$ cat src/sv/sfdd_pkg.sv
package sfdd_pkg;

  localparam int unsigned MhzIntBits = 17;
  localparam int unsigned IdBits     = 16;
  localparam int unsigned CountBits  = 32;
  localparam int unsigned CfgIdxBits = 2;
  localparam int unsigned CfgBits    = 17;

  // Configuration register indexes
  localparam logic [CfgIdxBits-1:0] CfgNominal   = 2'd0;
  localparam logic [CfgIdxBits-1:0] CfgInitCount = 2'd1;
  localparam logic [CfgIdxBits-1:0] CfgThreshold = 2'd2;

  typedef struct packed {
    logic [15:0] station_id;
    logic        freq_format;
    logic [31:0] freq_raw;
  } in_t;

  typedef struct packed {
    logic        event_flag;
    logic        new_station;
    logic        table_full;
    logic [16:0] mean_mhz;
  } out_t;

  typedef enum logic [3:0] {
    S_IDLE, S_RD, S_CHK, S_INS, S_PROD, S_CONV, S_DIFF, S_MUL, S_CMP, S_DIV, S_WB, S_FIN
  } state_e;

endpackage

$ cat src/sv/sfdd_ram.sv
module sfdd_ram #(
  parameter int unsigned Width = 8,
  parameter int unsigned Depth = 16
) (
  input  logic                                  clk_i,
  input  logic                                  we_i,
  input  logic [(Depth > 1 ? $clog2(Depth) : 1)-1:0] waddr_i,
  input  logic [Width-1:0]                      wdata_i,
  input  logic [(Depth > 1 ? $clog2(Depth) : 1)-1:0] raddr_i,
  output logic [Width-1:0]                      rdata_o
);

  logic [Width-1:0] mem_q [Depth];

  // Write one entry, register the read
  always_ff @(posedge clk_i) begin
    if (we_i) begin
      mem_q[waddr_i] <= wdata_i;
    end
    rdata_o <= mem_q[raddr_i];
  end

endmodule

$ cat src/sv/station_freq_deviation_detector.sv
// Channel | Direction | Handshake                  | Payload
// input   | in        | in_valid_i / in_stall_o    | in_data_i (in_t)
// output  | out       | out_valid_o / out_stall_i  | out_data_o (out_t)
// config  | in        | cfg_we_i                   | cfg_idx_i, cfg_wdata_i
//
// One transaction at a time. The station search reads the table memory one entry
// at a time, over up to MAX_STATIONS entries; a known station's reading is then
// converted and compared and, with no event, feeds the bit-serial mean divider.
// Reset clears the valid bits and sets the configuration to its defaults; no clearing pass is needed.
// A stalled output holds its result; the next transaction is taken once it is loaded.
module station_freq_deviation_detector
  import sfdd_pkg::*;
#(
  parameter int unsigned MAX_STATIONS   = 16,
  parameter int unsigned MEAN_FRAC_BITS = 16
) (
  input  logic                  clk_i,
  input  logic                  rst_ni,
  input  logic                  in_valid_i,
  output logic                  in_stall_o,
  input  in_t                   in_data_i,
  output logic                  out_valid_o,
  input  logic                  out_stall_i,
  output out_t                  out_data_o,
  input  logic                  cfg_we_i,
  input  logic [CfgIdxBits-1:0] cfg_idx_i,
  input  logic [CfgBits-1:0]    cfg_wdata_i
);

  localparam int unsigned IW  = (MAX_STATIONS > 1) ? $clog2(MAX_STATIONS) : 1;
  localparam int unsigned MW  = MhzIntBits + MEAN_FRAC_BITS;
  localparam int unsigned DW  = IdBits + MW + CountBits;
  localparam int unsigned PW  = MW + 14;
  localparam int unsigned CW  = $clog2(MW + 1);
  localparam logic [63:0] CurMax = (64'd1 << MW) - 64'd1;
  localparam logic [IW-1:0] LastIdx = IW'(MAX_STATIONS - 1);

  state_e state_q, state_d;

  logic [16:0] nominal_q;
  logic [15:0] init_cnt_q;
  logic [13:0] thr_q;

  logic [MAX_STATIONS-1:0] valid_q, valid_d;
  logic [IW-1:0] idx_q, idx_d, free_q, free_d;
  logic free_f_q, free_f_d;

  in_t in_q;
  out_t res_q, res_d, out_q;
  logic out_valid_q, out_valid_d;

  logic [MW-1:0] mean_q, mean_d, cur_q, cur_d, diff_q, diff_d;
  logic [CountBits-1:0] cnt_q, cnt_d;
  logic up_q, up_d;
  logic [33:0] prod_q, prod_d;
  logic signed [10:0] sh_q, sh_d;
  logic [PW-1:0] lhs_q, lhs_d, rhs_q, rhs_d;

  logic [MW-1:0] num_q, num_d, quo_q, quo_d;
  logic [33:0] rem_q, rem_d;
  logic [CW-1:0] dcnt_q, dcnt_d;

  logic ram_we;
  logic [IW-1:0] ram_waddr;
  logic [DW-1:0] ram_wdata, ram_rdata;
  logic [IdBits-1:0] rd_id;
  logic [MW-1:0] rd_mean;
  logic [CountBits-1:0] rd_cnt;

  sfdd_ram #(.Width(DW), .Depth(MAX_STATIONS)) u_ram (
    .clk_i   (clk_i),
    .we_i    (ram_we),
    .waddr_i (ram_waddr),
    .wdata_i (ram_wdata),
    .raddr_i (idx_q),
    .rdata_o (ram_rdata)
  );

  assign {rd_id, rd_mean, rd_cnt} = ram_rdata;

  // Configuration registers
  always_ff @(posedge clk_i or negedge rst_ni) begin
    if (!rst_ni) begin
      nominal_q  <= 17'd50000;
      init_cnt_q <= 16'd500;
      thr_q      <= 14'd90;
    end else if (cfg_we_i) begin
      case (cfg_idx_i)
        CfgNominal:   nominal_q  <= cfg_wdata_i;
        CfgInitCount: init_cnt_q <= cfg_wdata_i[15:0];
        CfgThreshold: thr_q      <= cfg_wdata_i[13:0];
        default: ;
      endcase
    end
  end

  // Reading conversion helpers
  logic [23:0] ieee_m;
  logic [7:0]  ieee_ex;
  logic signed [18:0] fix_sum;
  logic [16:0] fix_val;
  logic [79:0] wide_up;
  logic [34:0] rnd_sum, rnd_val;
  logic [10:0] rsh;
  logic [63:0] ieee_cur;

  always_comb begin
    ieee_ex = (in_q.freq_raw[30:23] == 8'd0) ? 8'd1 : in_q.freq_raw[30:23];
    ieee_m  = (in_q.freq_raw[30:23] == 8'd0) ? {1'b0, in_q.freq_raw[22:0]}
                                             : {1'b1, in_q.freq_raw[22:0]};
    fix_sum = $signed({2'b00, nominal_q}) + 19'($signed(in_q.freq_raw[15:0]));
    if (fix_sum < 0) begin
      fix_val = 17'd0;
    end else if (fix_sum > 19'sd131071) begin
      fix_val = 17'h1FFFF;
    end else begin
      fix_val = fix_sum[16:0];
    end
    rsh     = 11'(-sh_q);
    wide_up = {46'd0, prod_q} << sh_q[6:0];
    rnd_sum = {1'b0, prod_q} + (35'd1 << (rsh[5:0] - 6'd1));
    rnd_val = rnd_sum >> rsh[5:0];
    ieee_cur = 64'd0;
    if (in_q.freq_raw[31]) begin
      ieee_cur = 64'd0;
    end else if (in_q.freq_raw[30:23] == 8'hFF) begin
      ieee_cur = (in_q.freq_raw[22:0] != 23'd0) ? 64'd0 : CurMax;
    end else if (prod_q == 34'd0) begin
      ieee_cur = 64'd0;
    end else if (sh_q >= 0) begin
      if (sh_q >= 11'(MW) || wide_up > {16'd0, CurMax}) begin
        ieee_cur = CurMax;
      end else begin
        ieee_cur = wide_up[63:0];
      end
    end else if (rsh >= 11'd40) begin
      ieee_cur = 64'd0;
    end else begin
      ieee_cur = ({29'd0, rnd_val} > CurMax) ? CurMax : {29'd0, rnd_val};
    end
  end

  // Divider step
  logic [33:0] trial;
  logic        q_bit;
  logic [32:0] divisor;
  assign divisor = {1'b0, cnt_q} + 33'd1;
  assign trial   = {rem_q[32:0], num_q[MW-1]};
  assign q_bit   = trial >= {1'b0, divisor};

  logic hit_now, free_now;
  assign hit_now  = valid_q[idx_q] && (rd_id == in_q.station_id);
  assign free_now = !valid_q[idx_q];

  // Next state and datapath
  always_comb begin
    state_d     = state_q;
    valid_d     = valid_q;
    idx_d       = idx_q;
    free_d      = free_q;
    free_f_d    = free_f_q;
    res_d       = res_q;
    out_valid_d = out_valid_q & out_stall_i;
    mean_d      = mean_q;
    cnt_d       = cnt_q;
    cur_d       = cur_q;
    diff_d      = diff_q;
    up_d        = up_q;
    prod_d      = prod_q;
    sh_d        = sh_q;
    lhs_d       = lhs_q;
    rhs_d       = rhs_q;
    num_d       = num_q;
    quo_d       = quo_q;
    rem_d       = rem_q;
    dcnt_d      = dcnt_q;
    ram_we      = 1'b0;
    ram_waddr   = idx_q;
    ram_wdata   = {in_q.station_id, mean_q, cnt_q};
    in_stall_o  = (state_q != S_IDLE);

    case (state_q)
      S_IDLE: begin
        if (in_valid_i) begin
          idx_d    = '0;
          free_f_d = 1'b0;
          state_d  = S_RD;
        end
      end
      S_RD: state_d = S_CHK;
      S_CHK: begin
        if (hit_now) begin
          mean_d  = rd_mean;
          cnt_d   = rd_cnt;
          state_d = S_PROD;
        end else begin
          if (free_now && !free_f_q) begin
            free_f_d = 1'b1;
            free_d   = idx_q;
          end
          if (idx_q == LastIdx) begin
            if (free_now || free_f_q) begin
              state_d = S_INS;
            end else begin
              res_d   = '{event_flag: 1'b0, new_station: 1'b0, table_full: 1'b1,
                          mean_mhz: 17'd0};
              state_d = S_FIN;
            end
          end else begin
            idx_d   = idx_q + IW'(1);
            state_d = S_RD;
          end
        end
      end
      S_INS: begin
        ram_we    = 1'b1;
        ram_waddr = free_q;
        ram_wdata = {in_q.station_id, MW'({nominal_q, {MEAN_FRAC_BITS{1'b0}}}),
                     CountBits'(init_cnt_q)};
        valid_d[free_q] = 1'b1;
        res_d   = '{event_flag: 1'b0, new_station: 1'b1, table_full: 1'b0,
                    mean_mhz: nominal_q};
        state_d = S_FIN;
      end
      S_PROD: begin
        prod_d  = 34'(ieee_m) * 34'd1000;
        sh_d    = $signed({3'b000, ieee_ex}) - 11'sd150 + 11'(MEAN_FRAC_BITS);
        state_d = S_CONV;
      end
      S_CONV: begin
        cur_d   = in_q.freq_format ? ieee_cur[MW-1:0]
                                   : MW'({fix_val, {MEAN_FRAC_BITS{1'b0}}});
        state_d = S_DIFF;
      end
      S_DIFF: begin
        up_d    = cur_q >= mean_q;
        diff_d  = (cur_q >= mean_q) ? cur_q - mean_q : mean_q - cur_q;
        state_d = S_MUL;
      end
      S_MUL: begin
        lhs_d   = PW'(diff_q) * PW'(14'd10000);
        rhs_d   = PW'(thr_q) * PW'(mean_q);
        state_d = S_CMP;
      end
      S_CMP: begin
        if (lhs_q > rhs_q) begin
          res_d   = '{event_flag: 1'b1, new_station: 1'b0, table_full: 1'b0,
                      mean_mhz: mean_q[MW-1 -: MhzIntBits]};
          state_d = S_FIN;
        end else begin
          num_d   = diff_q;
          quo_d   = '0;
          rem_d   = '0;
          dcnt_d  = '0;
          state_d = S_DIV;
        end
      end
      S_DIV: begin
        rem_d  = q_bit ? trial - {1'b0, divisor} : trial;
        quo_d  = {quo_q[MW-2:0], q_bit};
        num_d  = {num_q[MW-2:0], 1'b0};
        dcnt_d = dcnt_q + CW'(1);
        if (dcnt_q == CW'(MW - 1)) begin
          state_d = S_WB;
        end
      end
      S_WB: begin
        if (up_q) begin
          mean_d = mean_q + quo_q;
        end else begin
          mean_d = mean_q - quo_q - MW'(rem_q != 34'd0);
        end
        if (cnt_q != {CountBits{1'b1}}) begin
          cnt_d = cnt_q + CountBits'(1);
        end
        ram_we    = 1'b1;
        ram_wdata = {in_q.station_id, mean_d, cnt_d};
        res_d     = '{event_flag: 1'b0, new_station: 1'b0, table_full: 1'b0,
                      mean_mhz: mean_d[MW-1 -: MhzIntBits]};
        state_d   = S_FIN;
      end
      S_FIN: begin
        if (!out_valid_q || !out_stall_i) begin
          out_valid_d = 1'b1;
          state_d     = S_IDLE;
        end
      end
      default: state_d = S_IDLE;
    endcase
  end

  // Control registers
  always_ff @(posedge clk_i or negedge rst_ni) begin
    if (!rst_ni) begin
      state_q     <= S_IDLE;
      valid_q     <= '0;
      out_valid_q <= 1'b0;
      idx_q       <= '0;
      free_f_q    <= 1'b0;
      dcnt_q      <= '0;
    end else begin
      state_q     <= state_d;
      valid_q     <= valid_d;
      out_valid_q <= out_valid_d;
      idx_q       <= idx_d;
      free_f_q    <= free_f_d;
      dcnt_q      <= dcnt_d;
    end
  end

  // Payload registers
  always_ff @(posedge clk_i) begin
    if (state_q == S_IDLE && in_valid_i) begin
      in_q <= in_data_i;
    end
    if (state_q == S_FIN && (!out_valid_q || !out_stall_i)) begin
      out_q <= res_q;
    end
    free_q <= free_d;
    res_q  <= res_d;
    mean_q <= mean_d;
    cnt_q  <= cnt_d;
    cur_q  <= cur_d;
    diff_q <= diff_d;
    up_q   <= up_d;
    prod_q <= prod_d;
    sh_q   <= sh_d;
    lhs_q  <= lhs_d;
    rhs_q  <= rhs_d;
    num_q  <= num_d;
    quo_q  <= quo_d;
    rem_q  <= rem_d;
  end

  assign out_valid_o = out_valid_q;
  assign out_data_o  = out_q;

  // At most one status flag per result
  a_flags_excl: assert property (@(posedge clk_i) disable iff (!rst_ni)
    out_valid_o |-> $countones({out_data_o.event_flag, out_data_o.new_station,
                                out_data_o.table_full}) <= 1)
    else $error("conflicting result flags");

  // Table writes only on insertion or mean write-back
  a_ram_we: assert property (@(posedge clk_i) disable iff (!rst_ni)
    ram_we |-> (state_q == S_INS || state_q == S_WB))
    else $error("table write outside insert or write-back");

  // An insertion sets exactly one new valid bit
  a_ins_valid: assert property (@(posedge clk_i) disable iff (!rst_ni)
    state_q == S_INS |=> $countones(valid_q) == $countones($past(valid_q)) + 1)
    else $error("insertion did not add one entry");

  // Divider never runs past its width
  a_div_cnt: assert property (@(posedge clk_i) disable iff (!rst_ni)
    state_q == S_DIV |-> dcnt_q < CW'(MW))
    else $error("divider count overrun");

endmodule

$ cat config.mk
export PLATFORM = sky130hd
export DESIGN_NAME = station_freq_deviation_detector
export DESIGN_NICKNAME = d
export VERILOG_FILES = /design/src/sv/sfdd_pkg.sv /design/src/sv/sfdd_ram.sv /design/src/sv/station_freq_deviation_detector.sv
export SDC_FILE = /design/constraint.sdc
export NUM_CORES = 2
export LEC_CHECK = 0
export ABC_AREA = 1
export BUFFER_PORTS_ARGS = -buffer_cell sky130_fd_sc_hd__clkbuf_2
export CELL_PAD_IN_SITES_DETAIL_PLACEMENT = 0
export CELL_PAD_IN_SITES_GLOBAL_PLACEMENT = 1
export CORE_ASPECT_RATIO = 1.75
export CORE_MARGIN = 5
export CORE_UTILIZATION = 50
export CTS_CLUSTER_DIAMETER = 30
export DETAILED_ROUTE_END_ITERATION = 10
export GPL_TIMING_DRIVEN = 1
export HOLD_SLACK_MARGIN = 0.12
export PLACE_DENSITY = 0.78
export REMOVE_ABC_BUFFERS = 1
export SLEW_MARGIN = 20
export SYNTH_ARGS = -nofsm -noshare
export SYNTH_HDL_FRONTEND = slang
export SYNTH_HIERARCHICAL = 1
export SYNTH_SLANG_ARGS = --single-unit
$ cat constraint.sdc
create_clock -name clk_i -period 9.8 [get_ports clk_i]
set_clock_uncertainty 0.2 [all_clocks]
set_input_delay 1.96 -clock clk_i [delete_from_list [all_inputs] [get_ports clk_i]]
set_output_delay 1.96 -clock clk_i [all_outputs]
set_load 0.005 [all_outputs]
; ---- Word-level counts from Yosys, hierarchy flattened
; Memory sizes are Yosys's and may differ from the RTL's. A register that Yosys moved wholly into a read port is not among the register bits.
; Index checks and enable logic that the tools add are counted.
; W data, S select, Z words.
[classes]
addsub = 16
mul = 3
n_lt_le_gt_ge = 13
n_eq_ne = 29
shifts = 3
n_mux = 61
bitwise_logic = 4
n_reduce_logical = 35
[op_table]
columns = operator, n
row1 = $mux W33, 14
row2 = $pmux W33 S2, 3
row3 = $pmux W65 S2, 1
row4 = $sub A33 B33 Y33, 3
row5 = $gt A80 B33 Y1 const B, 1
row6 = $mux W20, 4
row7 = $pmux W20 S4, 1
row8 = $shl A34 B7 Y80, 1
row9 = $mux W34, 2
row10 = $pmux W34 S2, 1
row11 = $mux W32, 2
row12 = $pmux W32 S2, 1
row13 = $gt A47 B47 Y1, 1
row14 = $mul A14 B33 Y47, 1
row15 = $pmux W4 S11, 1
row16 = $mul A33 B10 Y43 const B, 1
row17 = $mux W4, 10
row18 = $add A34 B35 Y35, 1
row19 = $gt A35 B33 Y1 const B, 1
row20 = $shl A1 B6 Y35 const A, 1
row21 = $shr A35 B6 Y35, 1
row22 = $ge A34 B33 Y1, 1
row23 = $logic_not A34 Y1, 1
row24 = $mux W17, 2
row25 = 59 further kinds, 108
[totals]
ff_bits = 535
ram_bits = 1296
output_inout_bits = 22
mem_count = 1
[memory_table]
columns = memory, depth, width, rd, rd_ports_with_merged_regs, wr, line
row1 = u_ram.mem_q, 16, 81, 1, 1, 1, sfdd_ram.sv:13  ; logic [Width-1:0] mem_q [Depth];

; ---- Logic depth before layout (Yosys ltp)
[depth]
depth_word = 13
mapped_depth = 43
ltp_nobuf = 39

; ---- By module
; Netlist, hierarchy kept.
[modules_own_cells]
columns = mod, instances, cells_each, area_per_inst_um2, seq_area_each_um2
row1 = station_freq_deviation_detector, 1, 8627, 65221.3, 15690.0
row2 = sfdd_ram, 1, 5319, 57322.5, 40538.9

; ---- Worst setup path before layout
; No wires, ideal clock.
[synth_timing]
path_type = register to register
from = reg lhs_q[18]
to = reg dcnt_q[0]
t_arrival_ns = 6.384
path_slack_ns = 2.852
path_stages_with_launch = 12
n_path_buf = 0
synth_period_minus_slack_ns = 6.948
path_cell_list = edfxtp_1 -> ha_1 -> a21oi_1 -> o21a_1 -> o211ai_1 -> a211o_1 -> a31oi_1 -> o21ai_0 -> nand2_1 -> inv_1 -> o21ai_1 -> o21ai_0
[synth_between]
elab_chain_len = 3
[synth_rtl]
columns = item, line
row1 = "start, declared", station_freq_deviation_detector.sv:57  ; logic [PW-1:0] lhs_q, lhs_d, rhs_q, rhs_d;
row2 = "start signal, assigned", station_freq_deviation_detector.sv:328  ; lhs_q <= lhs_d;
row3 = $gt A47 B47 Y1, station_freq_deviation_detector.sv:246  ; if (lhs_q > rhs_q) begin
row4 = $ne A2 B2 Y1 (no line), -
row5 = $reduce_and A2 Y1 (no line), -
row6 = "end signal, assigned", station_freq_deviation_detector.sv:307  ; dcnt_q <= dcnt_d;
row7 = "end, declared", station_freq_deviation_detector.sv:61  ; logic [CW-1:0] dcnt_q, dcnt_d;
; Every way passes these cells.
; A chain may end at the register's enable or synchronous reset.

; ---- Final worst setup path
[layout_timing]
from = reg thr_q[11]
to = reg rhs_q[46] (data pin)
[layout_between]
elab_chain_len = 1
[layout_rtl]
columns = item, line
row1 = "start, declared", station_freq_deviation_detector.sv:42  ; logic [13:0] thr_q;
row2 = "start signal, assigned", station_freq_deviation_detector.sv:91  ; CfgThreshold: thr_q <= cfg_wdata_i[13:0];
row3 = $mul A14 B33 Y47, station_freq_deviation_detector.sv:242  ; rhs_d = PW'(thr_q) * PW'(mean_q);
row4 = "end signal, assigned", station_freq_deviation_detector.sv:329  ; rhs_q <= rhs_d;
row5 = "end, declared", station_freq_deviation_detector.sv:57
; Every way passes these cells.

==> flow_metrics.env <==
export IMPL_status="completed"
export IMPL_start_kind="flop"
export IMPL_place_congestion=0.987
export IMPL_cp_data_required_time_ns=10.16
export IMPL_maxSlewViolCount=0
export IMPL_synth_seq_cells=1912
export IMPL_path_clk_slew_ns=0.05
export IMPL_vias=96800
export IMPL_finalHoldViolations=0
export IMPL_p_leak_nw=63.9
export IMPL_post_drt_via_cell_ratio=5.51
export IMPL_finalSetupViolations=0
export IMPL_coreArea_mm2=0.244
export IMPL_start_util_pct=50.2
export IMPL_cts_resized=0
export IMPL_reg2reg_depth=22
export IMPL_synthCells=13900
export IMPL_final_cell_mix="nand2_1, inv_1, edfxtp_1"
export IMPL_drt_initial_drc_count=7386
export IMPL_p_per_area_mw_per_mm2=397
export IMPL_cts_sinks=1912
export IMPL_crit_buf_inv=3
export IMPL_vdd_drop_max_mv=0.678
export IMPL_layout_cells_non_filler=17600
export IMPL_syn_to_final_growth_pct=11.6
export IMPL_ys_async_sr_fraction_pct=4.13
export IMPL_pre_cts_ws_ns=2.59
export IMPL_finalWorstSetupSlack_ns=2.56
export IMPL_final_common_cell="nand2_1"
export IMPL_cp_depth=22
export IMPL_grt_overflow_total=0
export IMPL_drt_wl_total_um=415000
export IMPL_critical_path_arrival_ns=7.60
export IMPL_tightest_slew_ns=1.25
export IMPL_ys_seq_area_share_pct=45.9
export IMPL_synth_avg_cell_area_um2=8.79
export IMPL_cts_buffer_depth=4
export IMPL_path_cells="buf_4 > nand2_1 > fa_1 > inv_1 > fa_1 > fa_1 > fa_1 > fa_1 > fa_1 > ha_1 > a21oi_1 > o21a_1 > inv_1 > a21oi_1 > o21ai_0 > a21oi_1 > o31ai_1 > nand3_1 > nand2_1 > nand3_1 > o2111ai_1 > xor2_1"
export IMPL_firstDrtPassIters=7
export IMPL_holdBufCountCts=0
export IMPL_timing_fmax_ghz=0.138
export IMPL_whs_endpoint="out_data_o[10]"
export IMPL_min_period_over_period_pct=73.9
export IMPL_ys_flop_type="edfxtp_1"
export IMPL_multiInputGateArea_mm2=0.0538
export IMPL_hp_start="res_q[10]"
export IMPL_antenna_found_initial=11
export IMPL_r2r_end="rhs_q[46]"
export IMPL_die_w_um=384
export IMPL_yosysWarnings=6
export IMPL_die_area_mm2=0.255
export IMPL_rsz0062_at_grt="false"
export IMPL_seq_area_mm2=0.0562
export IMPL_reg2reg_slack_ns=2.56
export IMPL_cts_setup_buffers=0
export IMPL_cts_buffers_inserted=314
export IMPL_r2r_start="thr_q[11]"
export IMPL_placed_cells=17000
export IMPL_syn_cell_area_mm2=0.123
export IMPL_period_minus_slack_ns=7.24
export IMPL_finalNetCount=15300
export IMPL_crit_slowest_cell="dfrtp_1"
export IMPL_crit_top_cell="fa_1"
export IMPL_wire_per_inst_um=23.7
export IMPL_yosysUniqueCellTypes=69
export IMPL_slew_headroom_pct=16.1
export IMPL_cp_top_family="adder cells"
export IMPL_grtUsageTotal_pct=32.1
export IMPL_cts_tree="yes"
export IMPL_grt_max_degree=312
export IMPL_synth_edf_count=1752
export IMPL_crit_type="reg2reg"
export IMPL_htreeDepth=5
export IMPL_num_rows=240
export IMPL_cts_root_buf="clkbuf_16"
export IMPL_whs_ns=0.224
export IMPL_grt_pass1_wl_um=614000
export IMPL_dp_hpwl_um=290000
export IMPL_min_path_type="reg2reg"
export IMPL_cp_end_kind="flop"
export IMPL_boundaryPins=95
export IMPL_post_route_drc_count=0
export IMPL_drive_gt1_share_pct=6.74
export IMPL_portBuffers=94
export IMPL_holdPathStages=0
export IMPL_critPathMaxFanout=23
export IMPL_drv_cap=0
export IMPL_grt_pass1_vias=99300
export IMPL_crit_path_max_incr_delay_ns=1.03
export IMPL_clock_latency_ns=0.89
export IMPL_final_antenna_net_count=0
export IMPL_fp_dieH_um=665
export IMPL_n_fill_cell=21900
[state kept, by name (all words and copies together), names as in the netlist, 16 cells and up]
register       count
cur_q             33
lhs_q             43
nominal_q         17
cnt_q             32
u_ram/rdata_o     81
res_q             20
rhs_q             47
out_data_o        20
u_ram/mem_q     1296
in_q              49
diff_q            33
mean_q            33
valid_q           16
rem_q             34
prod_q            31
init_cnt_q        16
quo_q             33
num_q             33
[Yosys cell counts (63+ instances only)]
master	n	area, µm²
xor2_1	163	1430
buf_2	169	846
inv_1	2634	9890
edfxtp_1	1752	52600
fa_1	549	11000
buf_6	78	878
nand3_1	1583	7920
nand4_1	63	394
a21oi_1	491	2460
dfxtp_1	81	1620
o21ai_0	458	2290
ha_1	606	7580
nor2_1	483	1810
xnor2_1	87	762
dfrtp_1	63	1580
clkbuf_1	221	830
nand2_1	3917	14700
o211ai_1	65	488
[worst max-delay path by stage]
stage / start / to / slack (ns)
after detailed placement: mean_q[11] / rhs_q[44] / 2.59
after global placement: thr_q[4] / rhs_q[44] / 2.53
after CTS: mean_q[11] / rhs_q[44] / 2.59
after floorplan: idx_q[0] / u_ram/rdata_o[20] / -8.39
after global routing: thr_q[8] / rhs_q[44] / 2.09
final: thr_q[11] / rhs_q[46] / 2.56
[power breakdown]
part           leakage (nW)  switching (mW)  internal [mW]
combinational          41.2            19.4           10.8
sequential             17.6           0.875           12.2
clock                  5.11            4.19           6.82
[worst register-to-register path, stage by stage, from the launching register on]
cell and delay [ns]:
dfrtp_1 1.03, buf_4 0.36, nand2_1 0.09, fa_1 0.51
inv_1 0.05, fa_1 0.52, fa_1 0.52, fa_1 0.52
fa_1 0.52, fa_1 0.52, ha_1 0.39, a21oi_1 0.24
o21a_1 0.16, inv_1 0.04, a21oi_1 0.09, o21ai_0 0.11
a21oi_1 0.36, o31ai_1 0.17, nand3_1 0.09, nand2_1 0.11
nand3_1 0.10, o2111ai_1 0.11, xor2_1 0.16
[area by class of cell]
cell class	instances	share of cell area, %
diodes	6	0.0110
clock buffers	356	6.06
clock inverters	215	1.68
inverters	2652	7.31
multi-input cells	8851	39.3
flip-flops and latches	1912	41.1
well taps	3267	2.99
repair buffers	294	1.54
[routing by layer]
metal  wire, µm  part of all wire, %  vias to the layer above  GRT usage [%]
met5         15               0.0036                        -              0
li1           -                    -                    44900              -
met1     149000                   36                    47300           36.0
met2     217000                   52                     3501           59.1
met3      21700                  5.2                     1070           3.51
met4      27400                  6.6                        2           17.6
[cells by family after synthesis]
logic type | Yosys count | synth area share [%]
and+or+nand+nor | 6222 | 21.2
buffers and inverters | 3183 | 10.4
DFF | 1912 | 45.9
AOI/OAI and AO/OA | 1223 | 5.56
adders and majority gates | 1155 | 15.2
xor gates and xnor gates | 250 | 1.79
muxes | 1 | 0.00817
[per-stage QoR]
stage / setup TNS [ns] / utilization, % / power, mW / area, µm²
after floorplan: -8748.38 / - / 34.2 / 120000
after global placement: 0 / 51.6 / 42.9 / 126000
after detailed placement: 0 / 51.6 / 43.3 / 126000
after CTS: 0 / 56.0 / 54.5 / 137000
after global routing: 0 / 56.0 / 58.6 / 137000
final: 0 / 56.0 / 54.3 / 137000
Note: power is estimated with default switching activity, not from simulation.
